File: src/sv/distinct_word_counter_unit_assert.svh
// ---------------------------------------------------------------------------
// Assertion macros for the distinct word counter unit.
// ---------------------------------------------------------------------------
`ifndef DISTINCT_WORD_COUNTER_UNIT_ASSERT_SVH
`define DISTINCT_WORD_COUNTER_UNIT_ASSERT_SVH

// Same-cycle implication, sampled on the rising clock edge, idle in reset.
`define DWC_ASSERT_IMPLIES(name, pre, post) \
   name: assert property (@(posedge clock) disable iff (reset) (pre) |-> (post)) \
      else $error("distinct_word_counter_unit: assertion failed");

// Next-cycle implication, sampled on the rising clock edge, idle in reset.
`define DWC_ASSERT_NEXT(name, pre, post) \
   name: assert property (@(posedge clock) disable iff (reset) (pre) |=> (post)) \
      else $error("distinct_word_counter_unit: assertion failed");

`endif

File: src/sv/dwc_ram.sv
`timescale 1ns / 1ps
// ---------------------------------------------------------------------------
// dwc_ram
// Simple dual-port memory: one write port, one read port with registered data.
// ---------------------------------------------------------------------------
module dwc_ram #(
   parameter int DATA_W = 8,
   parameter int DEPTH  = 16,
   parameter int ADDR_W = $clog2(DEPTH)
) (
   input  logic              clock,
   input  logic              wr_en,
   input  logic [ADDR_W-1:0] wr_addr,
   input  logic [DATA_W-1:0] wr_data,
   input  logic [ADDR_W-1:0] rd_addr,
   output logic [DATA_W-1:0] rd_data
);

   logic [DATA_W-1:0] mem [DEPTH];
   logic [DATA_W-1:0] rd_data_ff;

   always_ff @(posedge clock) begin
      if (wr_en) begin
         mem[wr_addr] <= wr_data;
      end
      rd_data_ff <= mem[rd_addr];
   end

   assign rd_data = rd_data_ff;

endmodule

File: config.mk
export PLATFORM = sky130hd
export DESIGN_NAME = dwc_ram
export DESIGN_NICKNAME = d
export VERILOG_FILES = /design/src/sv/distinct_word_counter_unit_assert.svh /design/src/sv/dwc_ram.sv
export SDC_FILE = /design/constraint.sdc
export NUM_CORES = 1
export LEC_CHECK = 0
export CAP_MARGIN = 15
export CELL_PAD_IN_SITES_DETAIL_PLACEMENT = 0
export CELL_PAD_IN_SITES_GLOBAL_PLACEMENT = 1
export CORE_MARGIN = 2
export CORE_UTILIZATION = 58
export CTS_BUF_LIST = sky130_fd_sc_hd__clkbuf_8
export DETAILED_ROUTE_END_ITERATION = 16
export DONT_BUFFER_PORTS = 1
export PLACE_DENSITY_LB_ADDON = 0.12
export RECOVER_POWER = 25
export REMOVE_ABC_BUFFERS = 1
export SYNTH_ARGS = -nofsm -noshare
export SYNTH_HDL_FRONTEND = slang
export SYNTH_SLANG_ARGS = --single-unit
File: constraint.sdc
create_clock -name clock -period 2.25 [get_ports clock]
set_input_delay 0.5625 -clock clock [delete_from_list [all_inputs] [get_ports clock]]
set_output_delay 0.5625 -clock clock [all_outputs]
set_load 0.05 [all_outputs]
Yosys cells after proc, flatten, opt, wreduce, memory -nomap -nowiden
Memory sizes are Yosys's and may differ from the RTL's. A register that Yosys moved wholly into a read port is not among the register bits.
Cells that the tools add are included.
W data, S select, Z words.
{"block": "totals", "ff_bits": 0, "mem_bits_rw": 128, "inputBits": 18, "output_inout_bits": 8, "word_cells": 3, "n_memories": 1}
{"name": "mem", "words": 16, "word_bits": 8, "rd": 1, "rd_clocked_by_memory_dff": 1, "wr": 1, "line": "dwc_ram.sv:19", "text": "logic [DATA_W-1:0] mem [DEPTH];"}
{"block": "op_classes", "n_mux": 2}
{"operator": "$mux W1", "count": 2}

Logic depth before layout (Yosys ltp)
{"block": "depth", "word_depth": 2, "ltp_mapped": 5, "mapped_depth_nobuf": 3}

Worst setup path after synthesis
OpenSTA, ideal clock, no wires.
{"block": "synth_timing", "path_type": "input to register", "start": "input port wr_addr[2]", "end": "memory mem[0][0] (enable)", "setup_time_ps": 383, "arrival_time_ps": 1672, "required_time_ps": 1867, "slack_ps": 195, "path_stages": 2, "path_buffers": 0, "path_cell_list": "or3b_2 nor3_1"}
{"item": "from (decl)", "line": "dwc_ram.sv:13", "text": "input logic [ADDR_W-1:0] wr_addr,"}
{"item": "to (decl)", "line": "dwc_ram.sv:19"}
No word-level cell before the write port.

Worst setup path in the final report
{"block": "layout_timing", "start": "register rd_data_ff[0] (netlist: rd_data[0]), read port of mem", "end": "output port rd_data[0]"}
{"item": "from (decl)", "line": "dwc_ram.sv:20", "text": "logic [DATA_W-1:0] rd_data_ff;"}
{"item": "to (decl)", "line": "dwc_ram.sv:16", "text": "output logic [DATA_W-1:0] rd_data"}
No word-level cell between the ends.

==> results <==
- The run finished with clean final reports.
- The number of fill cells in the layout is 547.
- Of the cells placed in the final design, the portion with a size suffix greater than 1 is 24.3%.
- The highest ir drop seen on vdd is 0.000466 V.
- The relative slew slack is 58.2%.
- The post-CTS setup repair buffer count is 0.
- The total number of placement rows is 34.
- The clock root buffer is sky130_fd_sc_hd__clkbuf_8.
- Setup violations remaining at the end of the flow were counted as 0.
- The slack of the worst reg-to-reg path is 0.86 ns.
- The via count of the first global-routing pass is 2304.
- The fraction of synthesized cell area taken by the top area cell type is approximately three quarters.
- The total leakage power is roughly 1.9 nW.
- The placed wire-length estimate is 5840 um.
- The minimum period implied by the final worst setup slack is roughly 1.6 ns.
- After routing, the total negative slack on setup checks comes to 0 ns.
- The number of buffers on the longest clock path is 2.
- The post-synthesis sequential element count is 136.
- For this run, the total global-route usage over all layers was measured as 20.9%.
- After synthesis, the most frequently instantiated cells are sky130_fd_sc_hd__edfxtp_1 (128), sky130_fd_sc_hd__mux4_2 (18), sky130_fd_sc_hd__a22oi_1 (16).
- The mapped cell area is 5150 sq um.
- The CTS sink count is approximately 140.
- The share of total power dissipated in sequential elements is 56.4%.
- The worst hold path stage count is 0.
- The most common cell in the netlist is sky130_fd_sc_hd__edfxtp_1.
- The H-tree generated during clock tree synthesis spans 4 levels.
- Entering global routing, the biggest net connects 33 pins.
- The number of maximum-capacitance violations is 0.
- The kind of end point of the critical path is a primary output.
- The type of origin of the critical path is a flip-flop.
- The slew at the pin closest to its max-slew limit is 0.626 ns.
- The first global-routing pass estimated ~14000 um of wire.
- Across all layers, the routed design uses 2305 vias.
- Setup repair after global routing left no endpoint under its margin.
- The detailed-route DRC error count is 0.
- The post-detailed-routing wire length is between 9000 and 10000 um.
- Measured in cells, the most critical reg-to-reg path has a length of 3.
- During synthesis, Yosys emitted a total of 0 warnings.
- In this run, post-CTS repair resized a total of 0 instances.
- In this run the worst hold path is classified as in -> reg.
- The number of iterations in the first detailed-routing pass is 5.
- The final net count is around 270.
- The final critical path takes up ~73% of the cycle.
- On the final layout, the worst hold slack is 0.228 ns.
- The worst path required time is 1.69 ns.
- In this run the worst path has a maximum fanout of 1.
- The number of port buffers is 0.
- Using the TritonRoute via totals, the vias-per-cell ratio works out to 6.15.
- Summed over all nets, the switching power comes to 1.02 mW.
- The per-cell routed wire length is between 20 and 30 um.
- In this run the critical register-to-register path is captured at rd_data[3].
- The number of I/O pins is 26.
- The largest total area in the synthesized netlist belongs to sky130_fd_sc_hd__edfxtp_1.
- Counting flops with a built-in enable in the synthesized netlist gives 128.
- Combinational logic burns 3.0% of the power.
- After synthesis, the share of flip-flops with an asynchronous set or reset is 0%.
- Internal power comes to 4.14 mW.
- The total count of max-transition violations in the final report is 0.
- The classification of the worst setup path is reg -> out.
- The cts-stage hold buffer count is 0.
- In this run the vertical extent of the chip is 98.2 um.
- The switching part of the total power is a little under 20%.
- The fmax is 0.611 GHz.
- The fraction of the core area covered by cells at the end of the flow is 66.2%.
- Ranked by total cell area, the synthesized netlist is headed by sky130_fd_sc_hd__edfxtp_1 (75%), sky130_fd_sc_hd__mux4_2 (7.9%), sky130_fd_sc_hd__mux4_1 (7.1%), sky130_fd_sc_hd__dfxtp_1 (3.1%), sky130_fd_sc_hd__a22oi_1 (2.3%).
- In this run, the clock network consumes 40.6% of the power.
- From synthesis to final layout, the design area changed by 11.7%.
- The power per cell area is 898 nW/um^2.
- The first routing iteration left 295 violations.
- The initial antenna violation count is 0.
- The startpoint of the most critical hold path is wr_data[1].
- The worst register-to-register path begins at mem[9][3].
- Registers take 4000 sq um.
- The share of the yosys chip area belonging to registers is ~78%.
- Counting distinct cell types in the post-synthesis netlist gives 19.
- 0 antenna diodes ended up in the layout.
- At the end of routability-driven placement, the weighted congestion stood at 0.799.
- The total area inside the core boundary comes to 8680 sq um.
- Clock latency on the worst-skew pair, taken at its later pin, is 0.42 ns.
- From left edge to right edge, the die measures 98.2 um.
- Clock skew on the completed layout was measured at a little under 0.009 ns.
- After clock tree synthesis, the clock-pin slew on the worst setup and hold paths is 0.08 ns.
- The leftover overflow at the end of global routing is 0.
- The total count of hold-check failures in the final report is 0.
- The average size of a mapped cell is 22.5 sq um.
- For the worst setup path, the data arrival time is 1.07 ns.
- The number of buffers added by the clock tree synthesis step is 17.
- The number of nets with antenna violations after routing is 0.
- In the synthesized netlist, the number of instances is between 200 and 250.
- The area of the die is a little under 10000 sq um.
- The end of the worst hold path is mem[0][1].
- TritonCTS built the clock tree.
- The leading register cell type out of synthesis is sky130_fd_sc_hd__edfxtp_1.
- The starting utilization of the core area is 59.3%.
- In the final layout, the multi-input gates occupy 1060 sq um.
-- logic make-up (layout without fill, tap and decap cells) --
family / after synthesis / in the layout / synth area share, %
AO/OA/AOI/OAI: 16 / 16 / 2.33
AND/OR/NAND/NOR: 35 / 35 / 3.18
flip-flops: 136 / 136 / 77.8
multiplexers: 32 / 32 / 15.0
buffers and inverters: 10 / 48 / 1.68
-- placed cells by master (no fill, tap or decap) --
| cell | count |
|---|---|
| sky130_fd_sc_hd__a22oi_1 | 16 |
| sky130_fd_sc_hd__and2_1 | 1 |
| sky130_fd_sc_hd__and2b_1 | 1 |
| sky130_fd_sc_hd__buf_4 | 16 |
| sky130_fd_sc_hd__bufinv_16 | 4 |
| sky130_fd_sc_hd__clkbuf_8 | 18 |
| sky130_fd_sc_hd__clkinv_2 | 3 |
| sky130_fd_sc_hd__clkinv_4 | 3 |
| sky130_fd_sc_hd__clkinvlp_4 | 2 |
| sky130_fd_sc_hd__dfxtp_1 | 8 |
| sky130_fd_sc_hd__edfxtp_1 | 128 |
| sky130_fd_sc_hd__inv_1 | 2 |
| sky130_fd_sc_hd__mux4_1 | 14 |
| sky130_fd_sc_hd__mux4_2 | 18 |
| sky130_fd_sc_hd__nand2_1 | 9 |
| sky130_fd_sc_hd__nand2b_1 | 2 |
| sky130_fd_sc_hd__nand3_1 | 1 |
| sky130_fd_sc_hd__nand3b_1 | 2 |
| sky130_fd_sc_hd__nor2_1 | 13 |
| sky130_fd_sc_hd__nor2b_1 | 1 |
| sky130_fd_sc_hd__nor3_1 | 4 |
| sky130_fd_sc_hd__or3b_2 | 1 |
-- routing by layer --
layer  vias to the layer above  GRT usage (%)  wire length [um]
li1                       1018              -                 -
met1                      1186           30.9              4190
met2                        92           31.0              4510
met3                         9           5.80               595
met4                         0           7.27                72
met5                         -              0                 0
-- flip-flops by register name (all words and copies together) (netlist names) --
register	flops
rd_data	8
mem	128
-- power by group through the flow --
| stage | clock network, mW | logic, mW | registers [mW] |
|---|---|---|---|
| final | 2.10 | 0.156 | 2.91 |
| after global routing | 2.24 | 0.167 | 2.91 |
| after CTS | 2.13 | 0.157 | 2.91 |
| after detailed placement | 0 | 0.156 | 2.97 |
| after global placement | 0 | 0.154 | 2.96 |
| after floorplan | 0 | 0.114 | 2.96 |
-- layout make-up --
class | instances | area share, %
Clock inverter | 14 | 3.20
Timing Repair Buffer | 16 | 2.09
Sequential cell | 136 | 69.7
Clock buffer | 18 | 4.31
Multi-Input combinational cell | 83 | 18.4
Tap cell | 108 | 2.35
-- worst max path at each step --
stage                from    endpoint  slack, ns  cells after the start
3_3_place_gp   wr_addr[2]   mem[0][3]       0.55                      3
5_1_grt        rd_data[0]  rd_data[0]       0.57                      0
4_1_cts        rd_data[3]  rd_data[3]       0.58                      0
2_1_floorplan  wr_addr[2]   mem[0][0]       0.19                      2
6_report       rd_data[0]  rd_data[0]       0.61                      0
3_5_place_dp   wr_addr[2]   mem[0][3]       0.53                      3
-- metrics by stage --
stage	setup WS [ns]	std cells	area, sq um	power (mW)
2_1_floorplan	0.195	219	5060	3.07
3_3_place_gp	0.549	343	5320	3.12
3_5_place_dp	0.533	343	5320	3.12
4_1_cts	0.578	375	5750	5.20
5_1_grt	0.567	375	5750	5.32
6_report	0.613	375	5750	5.16
Power figures use the tool's default switching activity.
